===== src/rtl/core/bto_pkg.sv =====
// Shared types, request codes and edge arithmetic for the box overlap detector.
package bto_pkg;

  // Request codes carried by req_type.
  localparam logic [1:0] REQ_WRITE  = 2'd0;
  localparam logic [1:0] REQ_DETECT = 2'd1;
  localparam logic [1:0] REQ_CLEAR  = 2'd2;

  // Fixed widths of the result fields.
  localparam int OWNER_W      = 4;
  localparam int RESULT_LIMIT = 16;

  // Number of axes and width of a widened box edge.
  localparam int AXES   = 3;
  localparam int EDGE_W = 34;

  typedef logic signed [EDGE_W-1:0] edge_t;

  // Commands from the controller to the datapath.
  typedef struct packed {
    logic               wr_en;
    logic               clr_en;
    logic               issue;
    logic [OWNER_W-1:0] owner;
    logic               last;
  } cmd_t;

  // Status from the datapath to the controller.
  typedef struct packed {
    logic adv;
    logic busy;
  } status_t;

  // Lower edge of a box on one axis: center minus half extent.
  function automatic edge_t edge_lo(input logic [31:0] c, input logic [30:0] h);
    edge_t cw;
    edge_t hw;
    cw = $signed({{2{c[31]}}, c});
    hw = $signed({3'b000, h});
    return cw - hw;
  endfunction

  // Upper edge of a box on one axis: center plus half extent.
  function automatic edge_t edge_hi(input logic [31:0] c, input logic [30:0] h);
    edge_t cw;
    edge_t hw;
    cw = $signed({{2{c[31]}}, c});
    hw = $signed({3'b000, h});
    return cw + hw;
  endfunction

endpackage


===== src/rtl/core/bto_ctrl.sv =====
// Controller: request decode and the owner sequencer of a detection pass.
module bto_ctrl #(
  parameter int NUM_ENTRIES = 16
) (
  input  logic               clk,
  input  logic               rst,
  input  logic               in_valid,
  input  logic [1:0]         req_type,
  output logic               in_ready,
  output bto_pkg::cmd_t      cmd,
  input  bto_pkg::status_t   st
);
  import bto_pkg::*;

  localparam int IDX_W = $clog2(NUM_ENTRIES);

  typedef enum logic {
    IDLE,
    RUN
  } state_t;

  state_t           state;
  logic [IDX_W-1:0] count;
  logic             accept;
  logic             last_owner;

  // A new word is taken only when idle and no owner is still in flight.
  assign in_ready   = (state == IDLE) && !st.busy;
  assign accept     = in_valid && in_ready;
  assign last_owner = (count == IDX_W'(NUM_ENTRIES - 1));

  // Commands to the datapath.
  always_comb begin
    cmd        = '0;
    cmd.wr_en  = accept && (req_type == REQ_WRITE);
    cmd.clr_en = accept && (req_type == REQ_CLEAR);
    cmd.issue  = (state == RUN) && st.adv;
    cmd.owner  = OWNER_W'(count);
    cmd.last   = last_owner;
  end

  // State and owner counter.
  always_ff @(posedge clk) begin
    if (rst) begin
      state <= IDLE;
      count <= '0;
    end else begin
      unique case (state)
        IDLE: begin
          if (accept && (req_type == REQ_DETECT)) begin
            state <= RUN;
            count <= '0;
          end
        end
        RUN: begin
          if (st.adv) begin
            if (last_owner) begin
              state <= IDLE;
            end else begin
              count <= count + 1'b1;
            end
          end
        end
        default: state <= IDLE;
      endcase
    end
  end

  // A pass always starts at owner zero.
  a_pass_start: assert property (@(posedge clk) disable iff (rst)
    $rose(state == RUN) |-> count == '0)
    else $error("pass did not start at owner zero");

  // The final owner of a pass is followed by no further issue.
  a_last_ends: assert property (@(posedge clk) disable iff (rst)
    cmd.issue && cmd.last |=> !cmd.issue)
    else $error("owner issued after the final one of a pass");

  // No request is taken while the datapath still holds an owner.
  a_no_take_busy: assert property (@(posedge clk) disable iff (rst)
    (cmd.wr_en || cmd.clr_en) |-> !st.busy)
    else $error("table update while an owner is in flight");

endmodule


===== config.mk =====
export PLATFORM = sky130hd
export DESIGN_NAME = bto_ctrl
export DESIGN_NICKNAME = d
export VERILOG_FILES = /design/src/rtl/core/bto_pkg.sv /design/src/rtl/core/bto_ctrl.sv
export SDC_FILE = /design/constraint.sdc
export NUM_CORES = 1
export LEC_CHECK = 0
export BUFFER_PORTS_ARGS = -buffer_cell sky130_fd_sc_hd__buf_2
export CORE_AREA = 2 2 39 41
export DETAILED_ROUTE_END_ITERATION = 10
export DIE_AREA = 0 0 41 43
export HOLD_SLACK_MARGIN = 0.1
export PLACE_DENSITY_LB_ADDON = 0.05
export SYNTH_ARGS = -nofsm -noshare
export SYNTH_HDL_FRONTEND = slang
export SYNTH_SLANG_ARGS = --single-unit

===== constraint.sdc =====
create_clock -name clk -period 1.55 [get_ports clk]
set_input_delay 0.155 -clock clk [delete_from_list [all_inputs] [get_ports clk]]
set_output_delay 0.155 -clock clk [all_outputs]
set_load 0.005 [all_outputs]

# After elaboration in Yosys (flattened, before gate mapping)
# Index checks and enable logic that the tools add are counted.
[totals] wordCells=27 output_inout_bits=9 reg_bits=5
[classes] n_eq_ne=6 n_mux=8 n_addsub=1 n_bitwise=1 n_reduce_logical=9
[ops] operator="4-bit two-way mux" n=3
[ops] operator="4-bit one-hot mux with 2 select lines" n=1
[ops] operator="1-bit logical AND" n=6
[ops] operator="4-bit by 1-bit adder with 4-bit output (second input constant)" n=1
[ops] operator="4-bit == test (second input constant)" n=1
[ops] operator="2-bit inequality test (second input constant)" n=2
[ops] operator="1-bit two-way mux" n=3
[ops] operator="3-bit AND reduction" n=1
[ops] operator="2-bit by 1-bit == test with 1-bit output (second input constant)" n=1
[ops] operator="2-bit == test (second input constant)" n=1
[ops] operator="2-bit zero test" n=1
[ops] operator="2-bit by 1-bit inequality test with 1-bit output (second input constant)" n=1
[ops] operator="1-bit one-hot mux with 2 select lines" n=1
[ops] operator="1-bit zero test" n=1
[ops] operator="1-bit inverter" n=1

# Depth between registers and ports, before layout
# Gate-level depths: netlist of the first run.
[depth] depth_word=6 ltp_mapped=5 ltp_nobuf=4

# Least setup slack after synthesis of the first run
# Ideal clock, no wire load.
[synth_path] path_type="register -> register" start="reg count[0]" end="reg count[0]" arrival_ns=1.305 period_less_slack_ns=1.375 path_stages_with_launch=6 setup_slack_ns=0.175 setup_ns=0.070 required_time_ns=1.480 path_buffers=1 cell_sequence="dfxtp_1 -> ha_1 -> and3_1 -> buf_2 -> or3_1 -> a21oi_1"
[synth_via] elab_cells_between_ends=7
[synth_lines] element="from (decl)" line_no="bto_ctrl.sv:23" rtl="logic [IDX_W-1:0] count;"
[synth_lines] element="from (signal assigned)" line_no="bto_ctrl.sv:60" rtl="count <= count + 1'b1;"
[synth_lines] element="4-bit == test" line_no="bto_ctrl.sv:30" rtl="assign last_owner = (count == IDX_W'(NUM_ENTRIES - 1));"
[synth_lines] element="named net last_owner" line_no="bto_ctrl.sv:25" rtl="logic last_owner;"
[synth_lines] element="2-bit inequality test (no line)"
[synth_lines] element="3-bit AND reduction (no line)"
# The timed path passes the listed nets, and every way through them passes these cells. The select of a mux whose other input is x is not followed.
# A chain may end at the register's enable or synchronous reset.

==> impl_results.md, run 1 <==
* DIE AREA at 0.00176 sq mm
* 1st-iter DRT viols at 9
* Number of antenna diodes at 0
* DR vias/cell at 4.76
* Die W at 41 um
* Clock Latency Late Sink at 0.24 ns
* Internal power at 248 uW
* H-tree depth at 1
* Synth area leaders: dfxtp_1 31%, o22ai_2 7.7%, nand2b_1 5.8%, ha_1 3.9%, nand4_1 3.9%
* FF+latch count, synth at 5
* EDFF count, synth at 0
* Worst Path Max Fanout at 6
* Final wirelength at 807 um
* Drt first pass iters at 2
* Max Clk Rate at 0.689 GHz
* Post-Synthesis Cells at 37
* Tot GR Track Use at 0.101
* Total gr overflow at 0
* Least-Margin Pin Slew at 0.238 ns
* CP max stage delay at 0.44 ns
* Main synth FF type: dfxtp_1
* CTS Buf Count at 3
* Final Skew at 0.00251 ns
* Final worst-path cycle share at 0.937
* Comb pwr share at 0.127
* Sw Ratio at 0.222
* Reg power frac at 0.413
* Kind of critical path: flip-flop to output port
* Slew Viols, Final at 0
* Final nets at 63
* Final core utilization at 0.312
* Clock sinks at 5
* Layout fillers at 154
* Post-DRT Antenna Nets at 0
* # DRC at 0
* Distinct cells, synth at 24
* Routability Congestion at 0.705
* Clk pwr share at 0.460
* PortBufs at 15
* CP Launch Type: flip-flop
* Setup TNS at 0 ns
* VDD IR max at 0.320 mV
* RR Startpoint: count[0]
* Relative max-transition margin at 0.840
* Layout cell share with drive strength beyond 1 at 0.407
* Synth area leader: dfxtp_1
* Mapped Nets at 45
* Postcts setup bufs at 0
* Core area at 0.00138 sq mm
* Leak Pwr at 0.000198 uW
* Sequential share of the synthesized area at 0.309
* Max stage delay cell, worst path: or3b_4
* Root Driver: clkbuf_4
* Min-Delay Endpoint: state
* CTS tree: built
* Synth Area per Inst at 8.76 sq um
* Reg-to-reg slack, setup at 0.14 ns
* Synth-to-Final Area Change at 33.2%
* Yosys Warn Count at 0
* Clock-pin slew on the worst setup and hold paths at 0.04 ns
* Initial antenna violation count at 0
* Post-detailed-route wirelength per cell at 11.5 um
* Number of global-route vias before repair at 283
* Crit path time final at 1.45 ns
* Crit path DAT at 1.30 ns
* IO Count at 16
* Largest net degree at the start of global routing at 8
* PD cells at 740 mW/mm^2
* FF-to-FF End: count[0]
* Top-area cell type share of the netlist area at 0.309
* Async S/R FF share, synth at 0
* Worst min-delay path category: primary input to flip-flop
* Commonest cells in the netlist: 5 x dfxtp_1, 3 x nand2_1, 3 x nand2b_1
* CP Capture Type: output port
* Status: finished clean
* Final Hold Fails at 0
* Worst path required time at 1.39 ns
* Routed vias at 333
* RSZ-0062 raised after global routing: no
* Psw at 70.8 uW
* Most common cell in the netlist: dfxtp_1
* Max Cap Viol at 0
* Mapped Area at 324 sq um
* Hold path start: rst
* Site Rows at 14
* Die Ht at 43 um
* Hold path cells at 2
* Worst reg2reg path depth at 4
* Setup-failing EPs final at 0
* Max clock buf depth at 2
* Worst-path cell chain: or3b_4 > nor3b_1 > buf_2
* First-pass GRT wire length at 1200 um
* Initial Util at 0.234
[cells by family (layout without fill, tap and decap cells)]
kind of cell	Yosys count	count (layout)	synth area share
simple gates	16	16	0.282
compound gates	8	8	0.216
flops	5	5	0.309
buf+inv	5	22	0.0965
fa+ha+maj	1	1	0.0386
xor+xnor	1	1	0.0270
mux	1	1	0.0309
[stage by stage]
| step | setup WS (ns) | total power (uW) | instances | area (sq um) | hold WS (ns) |
|---|---|---|---|---|---|
| 2_1_floorplan | 0.175 | 156 | 37 | 324 | 0.224 |
| 5_1_grt | 0.0269 | 336 | 70 | 432 | 0.181 |
| 3_5_place_dp | 0.151 | 174 | 66 | 403 | 0.417 |
| 4_1_cts | 0.0833 | 328 | 70 | 432 | 0.165 |
| 3_3_place_gp | 0.226 | 173 | 66 | 403 | 0.408 |
| 6_report | 0.0984 | 319 | 70 | 432 | 0.174 |
[state kept, by name (all words and copies together), names as in the netlist]
register / cells
count: 4
state: 1
[power by group through the flow]
stage / Clock, uW / Sequential (uW) / Combinational [uW]
finish: 147 / 132 / 40.4
floorplan: 0 / 135 / 21.5
CTS: 155 / 132 / 41.1
global placement: 0 / 134 / 39.1
detailed placement: 0 / 134 / 39.5
global route: 159 / 132 / 44.9
[cell type report]
cell class	count	area [sq um]	share of cell area
clock buffers	4	26.3	0.0609
repair buffers	16	82.6	0.191
well taps	16	20.0	0.0464
inverters	2	7.51	0.0174
flip-flops and latches	5	100	0.232
multi-input cells	27	195	0.452
[metal layers]
metal / up-vias / global-route usage / wire (um)
met5: - / 0 / 0
met4: 0 / 0.0600 / 0
met3: 0 / 0.0366 / 35
li1: 170 / - / -
met2: 7 / 0.138 / 413
met1: 156 / 0.129 / 358
[placed cells by master, fill, tap and decap left out]
master / netlist / layout
nand2_1: 3 / 3
a21oi_1: 2 / 2
o32ai_1: 1 / 1
mux2i_1: 1 / 1
o221ai_1: 1 / 1
or3b_4: 0 / 1
or3_1: 1 / 1
inv_1: 2 / 2
o22ai_2: 2 / 2
nor3b_1: 1 / 1
clkbuf_1: 0 / 1
buf_2: 1 / 15
nand2b_1: 3 / 3
ha_1: 1 / 1
nand4_1: 2 / 2
nand3b_1: 1 / 1
a311oi_1: 1 / 1
a2bb2oi_1: 1 / 1
buf_4: 1 / 1
dfxtp_1: 5 / 5
nor3_1: 1 / 1
nor2_1: 2 / 2
xor2_1: 1 / 1
and3_1: 1 / 1
clkbuf_4: 0 / 3
[critical path, delay by kind of cell, from the launching register on]
family	cells	cell delay [ns]
flops	1	0.30
simple gates	2	0.62
buf+inv	1	0.14
[worst max path at each step]
stage | end | cells after the start | from
finish | cmd[6] | 3 | state
CTS | cmd[6] | 3 | state
global route | cmd[6] | 3 | state
floorplan | count[0] | 5 | count[0]
global placement | count[0] | 4 | count[0]
detailed placement | count[0] | 4 | count[0]
[what timing repair did]
action,4_1_cts,5_1_grt
gates resized for setup,1,0
hold buffers,0,0
endpoints found under the setup margin,1,0
Note: power is estimated with default switching activity, not from simulation.
==> inputs of run 2 (changes only) <==
==> constraint.sdc (replaced) <==
create_clock -name clk -period 1.7 [get_ports clk]
set_input_delay 0.17 -clock clk [delete_from_list [all_inputs] [get_ports clk]]
set_output_delay 0.17 -clock clk [all_outputs]
set_load 0.005 [all_outputs]
==> impl_results.md, run 2 (synthesis results as in run 1) <==
* Drt first pass iters at 4 (+2)
* Relative max-transition margin at 0.832 (-0.00837)
* Commonest non-fill, non-tap cells in the layout: 15 x buf_2, 5 x dfxtp_1, 3 x nand2_1, 3 x nand2b_1, 3 x clkbuf_4
* Worst-path cell chain: or3b_4 > nor3b_1 > buf_2
* First-pass GRT wire length at 1400 um (+17%)
* Final wirelength at 853 um (+5.7%)
* Least-Margin Pin Slew at 0.252 ns (+0.0138 ns)
* # DRC at 0 (unchanged)
* Post-DRT Antenna Nets at 0 (unchanged)
* Comb pwr share at 0.114 (-0.013)
* Initial Util at 0.234 (unchanged)
* Final Skew at 0.00217 ns (-0.000340 ns)
* PortBufs at 15 (unchanged)
* Status: finished clean
* VDD IR max at 0.309 mV (-3.4%)
* Tot GR Track Use at 0.122 (+0.0217)
* Routability Congestion at 0.726 (+3.0%)
* CP Capture Type: output port
* Layout cell share with drive strength beyond 1 at 0.396 (-0.0112)
* Crit path time final at 1.58 ns
* Clock Latency Late Sink at 0.25 ns (about the same)
* RR Startpoint: count[0]
* Synth-to-Final Area Change at 30.9%
* Hold path start: rst
* Commonest non-fill, non-tap cell in the layout: buf_2
* Slew Viols, Final at 0 (unchanged)
* DP Cell Count at 65 (-1.5%)
* Initial antenna violation count at 0 (unchanged)
* Max Clk Rate at 0.631 GHz
* CP Launch Type: flip-flop
* Sw Ratio at 0.251 (+0.0294)
* Clock-pin slew on the worst setup and hold paths at 0.05 ns (about the same)
* Number of antenna diodes at 0 (unchanged)
* Psw at 75.8 uW (+7.0%)
* Clk pwr share at 0.485 (+0.025)
* Max clock buf depth at 2 (unchanged)
* Met2 WL post-DR at 377 um (-8.7%)
* Routed vias at 341 (+2.4%)
* Setup TNS at 0 ns (unchanged)
* Setup-failing EPs final at 0 (unchanged)
* PnR worst setup slack at 0.115 ns (+0.0168 ns)
* Top Metal Used: met4
* Site Rows at 14 (unchanged)
* Worst Path Max Fanout at 7 (+1)
* 1st-iter DRT viols at 13 (+4)
* Largest register by flop count: count
* H-tree depth at 1 (unchanged)
* DR vias/cell at 4.94 (+3.9%)
* Final Hold Fails at 0 (unchanged)
* RSZ-0062 raised after global routing: no
* Crit. Startpoint: state
* Total gr overflow at 0 (unchanged)
* Reg power frac at 0.402 (-0.011)
* Post-detailed-route wirelength per cell at 12.4 um (+7.2%)
* Met3 wire len at 41 um (+17%)
* IO Count at 16 (unchanged)
* DIE AREA at 0.00176 sq mm (unchanged)
* Crit path DAT at 1.41 ns (+0.11 ns)
* Max Cap Viol at 0 (unchanged)
* CP max stage delay at 0.47 ns (+0.03 ns)
* Clock sinks at 5 (unchanged)
* Root Driver: clkbuf_4
* Final std cells w/o fill at 69 (-1.4%)
* Worst min-delay path category: primary input to flip-flop
* Largest net degree at the start of global routing at 8 (unchanged)
* Max reg flops at 4 (unchanged)
* Core area at 0.00138 sq mm (unchanged)
* Die W at 41 um (unchanged)
* CTS Buf Count at 3 (unchanged)
* Die Ht at 43 um (unchanged)
* PD cells at 711 mW/mm^2 (-3.8%)
* Final nets at 62 (-1.6%)
* CTS tree: built
* Wl on met1 at 422 um (+18%)
* Kind of critical path: flip-flop to output port
* Pre-CTS WS at 0.297 ns (+0.146 ns)
* Biggest regs: count x4, state x1
* Worst path required time at 1.53 ns (+0.14 ns)
* Number of global-route vias before repair at 315 (+11%)
* Leak Pwr at 0.000193 uW (-2.7%)
* Final worst-path cycle share at 0.932
* Max stage delay cell, worst path: or3b_4
* Internal power at 226 uW (-9.1%)
* Final HPWL from detailed placement at 636 um
[run 2: changes by cell type in the layout (fill, tap and decap cells not counted), sizes merged]
cell  delta
buf      -1
[run 2: worst paths after layout]
path              end  slack (ns)  cells after the start
max            cmd[6]        0.12                      3
min          count[0]        0.18                      2
max reg2reg  count[0]        0.30                      4
min reg2reg  count[1]        0.51                      2
[run 2: critical path: cells and delay by family, from the launching register on]
kind	cells	cell delay, ns
buffers and inverters	1	0.14
flip-flops	1	0.38
AND/OR/NAND/NOR	2	0.65
[run 2: cell type report]
| class | instances | area (sq um) |
|---|---|---|
| Tap cell | 16 | 20.0 |
| Fill cell | 163 | 960 |
| Clock buffer | 4 | 26.3 |
| Inverter | 2 | 7.51 |
| Multi-Input combinational cell | 27 | 195 |
| Timing Repair Buffer | 15 | 75.1 |
| Sequential cell | 5 | 100 |
[run 2: layer usage]
layer / up-vias / GRT usage
met4: 0 / 0.0800
met5: - / 0
li1: 169 / -
met1: 159 / 0.173
met2: 11 / 0.147
met3: 2 / 0.0471
[run 2: repair_timing]
item / in CTS / in global routing
setup endpoints to repair: 0 / 1
hold buffers: 0 / 0
buffers inserted: 0 / 0
hold endpoints to repair: 0 / 0
resized for setup: 0 / 1
[run 2: metrics by stage]
step / utilization / hold slack (ns) / cell area [sq um] / power (uW)
final: 0.307 / 0.176 / 424 / 302
after global routing: 0.307 / 0.184 / 424 / 319
after CTS: 0.305 / 0.166 / 422 / 305
after detailed placement: 0.286 / 0.437 / 395 / 157
after global placement: 0.286 / 0.432 / 395 / 156
after floorplan: - / 0.239 / 324 / 142
[run 2: power groups by stage]
stage	combinational (uW)	clock, uW	sequential [uW]
after CTS	33.1	151	121
after global placement	33.0	0	123
after global routing	38.5	159	121
after detailed placement	33.1	0	124
final	34.3	146	121
after floorplan	19.6	0	123
==> inputs of run 3 (changes only) <==
--- a/config.mk
+++ b/config.mk
@@ -5,12 +5,14 @@
 export SDC_FILE = /design/constraint.sdc
 export NUM_CORES = 1
 export LEC_CHECK = 0
+export ABC_AREA = 1
 export BUFFER_PORTS_ARGS = -buffer_cell sky130_fd_sc_hd__buf_2
 export CORE_AREA = 2 2 39 41
 export DETAILED_ROUTE_END_ITERATION = 10
 export DIE_AREA = 0 0 41 43
 export HOLD_SLACK_MARGIN = 0.1
 export PLACE_DENSITY_LB_ADDON = 0.05
+export SLEW_MARGIN = 10
 export SYNTH_ARGS = -nofsm -noshare
 export SYNTH_HDL_FRONTEND = slang
 export SYNTH_SLANG_ARGS = --single-unit
==> impl_results.md, run 3 <==
* Status: finished clean
* Fin area at 430 sq um (+1.5%)
* PD cells at 729 mW/mm^2 (+2.5%)
* Cts repair resizes at 0 (unchanged)
* Root Driver: clkbuf_4
* Hold_buf cts at 0 (unchanged)
* EDFF count, synth at 0 (unchanged)
* Synth area leader: dfxtp_1
* Commonest non-fill, non-tap cell in the layout: buf_2
* Most common cell in the netlist: nand2_1
* Final core utilization at 0.311 (+0.00452)
* H-tree depth at 1 (unchanged)
* Commonest cells in the netlist: 12 x nand2_1, 8 x nand3_1, 7 x inv_1
* Drt first pass iters at 2 (-2)
* Core area at 0.00138 sq mm (unchanged)
* Final Skew at 0.00598 ns (+0.00380 ns)
* CP Capture Type: output port
* Max clock buf depth at 2 (unchanged)
* IO Count at 16 (unchanged)
* Die Ht at 43 um (unchanged)
* PnR worst setup slack at 0.386 ns (+0.271 ns)
* CP Launch Type: flip-flop
* Dpl cell area at 404 sq um (+2.2%)
* Slew Viols, Final at 0 (unchanged)
* Initial antenna violation count at 0 (unchanged)
* Mapped Nets at 60 (+33%)
* Postcts setup bufs at 0 (unchanged)
* Kind of critical path: flip-flop to output port
* Biggest regs: count x4, state x1
* Number of global-route vias before repair at 314 (-0.32%)
* Layout cell share with drive strength beyond 1 at 0.319 (-0.0774)
* Routed vias at 358 (+5.0%)
* Synth area leaders: dfxtp_1 31%, nand2_1 14%, nand3_1 12%, inv_1 8.0%, a21oi_1 6.1%
* Final worst-path cycle share at 0.773 (-0.159)
* Site Rows at 14 (unchanged)
* Relative max-transition margin at 0.846 (+0.0148)
* Distinct cells, synth at 16 (-33%)
* Worst path required time at 1.53 ns (about the same)
* VDD IR max at 0.224 mV (-27%)
* CP max stage delay at 0.41 ns (-0.06 ns)
* Setup-failing EPs final at 0 (unchanged)
* CTS tree: built
* Max Clk Rate at 0.761 GHz (+21%)
* Post-detailed-route wirelength per cell at 9.42 um (-24%)
* Commonest non-fill, non-tap cells in the layout: 15 x buf_2, 12 x nand2_1, 8 x nand3_1, 7 x inv_1
* Max reg flops at 4 (unchanged)
* Worst-path cell chain: ha_1 > nand3_1 > inv_1 > buf_2
* Worst min-delay path category: primary input to flip-flop
* Number of antenna diodes at 0 (unchanged)
* Clock-pin slew on the worst setup and hold paths at 0.05 ns (about the same)
* Top-area cell type share of the netlist area at 0.305 (-0.00354)
* Synth Area per Inst at 6.30 sq um (-28%)
* PortBufs at 15 (unchanged)
* Die W at 41 um (unchanged)
* CTS Buf Count at 3 (unchanged)
* Routability Congestion at 0.729 (+0.48%)
* Crit path max-delay family: flip-flops
* Least-Margin Pin Slew at 0.230 ns (-0.0218 ns)
* Clock Latency Late Sink at 0.24 ns (about the same)
* Final Hold Fails at 0 (unchanged)
* Final wirelength at 801 um (-6.1%)
* Pre-CTS WS at 0.441 ns (+0.144 ns)
* Clock sinks at 5 (unchanged)
* Max stage delay cell, worst path: dfxtp_1
* DR vias/cell at 4.21 (-15%)
* Max Cap Viol at 0 (unchanged)
* 1st-iter DRT viols at 4 (-9)
* Storage element area at 100 sq um (unchanged)
* Mapped Area at 328 sq um (+1.2%)
* Crit path time final at 1.31 ns (-0.271 ns)
* Layout fillers at 169 (+3.7%)
* Sequential share of the synthesized area at 0.305 (-0.00354)
* Pwr Total at 314 uW (+4.0%)
* # DRC at 0 (unchanged)
* First-pass GRT wire length at 1210 um (-14%)
* Yosys Warn Count at 0 (unchanged)
* Initial Util at 0.237 (+0.00271)
* Final nets at 78 (+26%)
* Post-Synthesis Cells at 52 (+41%)
* Post-DRT Antenna Nets at 0 (unchanged)
* Synth-to-Final Area Change at 31.3%
* CP bufs+invs at 2 (+1)
* DIE AREA at 0.00176 sq mm (unchanged)
* Largest net degree at the start of global routing at 8 (unchanged)
* Leak Pwr at 0.000230 uW (+19%)
* Crit path DAT at 1.14 ns (-0.27 ns)
* Worst Path Max Fanout at 6 (-1)
* Reg-to-reg slack, setup at 0.42 ns (+0.12 ns)
* Async S/R FF share, synth at 0 (unchanged)
* Largest register by flop count: count
* Main synth FF type: dfxtp_1
* Multi-input logic area at 179 sq um (-8.3%)
* FF+latch count, synth at 5 (unchanged)
* RSZ-0062 raised after global routing: no
* Setup TNS at 0 ns (unchanged)
* Final HPWL from detailed placement at 636 um (about the same)
* Total gr overflow at 0 (unchanged)
* Tot GR Track Use at 0.103 (-0.0190)
-- run 3: changes by cell type in the layout (fill, tap and decap cells not counted), sizes merged, moves of 2 or more --
cell	previous run	this run
nand3	0	8
nand2b	3	0
nand2	3	14
a21oi	2	4
inv	2	8
nor2	2	6
o22ai	2	0
-- run 3: logic make-up after synthesis --
group / Yosys count / share of synthesized area
flops: 5 / 0.305
simple gates: 31 / 0.427
fa+ha+maj: 1 / 0.0382
buf+inv: 10 / 0.149
compound gates: 5 / 0.0802
-- run 3: worst paths after layout --
kind,endpoint,start,depth (start not counted)
max reg2reg,count[2],count[0],7
min reg2reg,count[1],count[1],2
max,cmd[0],count[0],4
min,count[1],rst,2
-- run 3: per-stage QoR --
stage,hold WS (ns),std cells
floorplan,0.239,52
global placement,0.408,81
detailed placement,0.403,81
CTS,0.146,85
global route,0.148,85
finish,0.147,85
-- run 3: cell type report --
| class | count | area share |
|---|---|---|
| clock buffer | 4 | 0.0610 |
| inverter | 8 | 0.0698 |
| multi-input combinational | 37 | 0.416 |
| sequential | 5 | 0.233 |
| tap | 16 | 0.0465 |
| timing repair buffer | 15 | 0.174 |
-- run 3: metal layers --
metal	global-route usage	share of wire
met3	0.0366	0.099
met2	0.147	0.42
met4	0.0600	0
met1	0.128	0.48
met5	0	0
-- run 3: report_power, final --
| part | total (uW) | internal (uW) | switching (uW) |
|---|---|---|---|
| clock network | 140 | 88.9 | 51.3 |
| logic | 45.8 | 19.7 | 26.1 |
| registers | 128 | 122 | 5.93 |
-- run 3: worst reg2reg max path, stage by stage (launching register included) --
cell and delay [ns]:
dfxtp_1 0.41, ha_1 0.22, nand3_1 0.10, nand2_1 0.11
nand2_2 0.12, nand2_2 0.09, nand2_1 0.05, a21oi_1 0.11
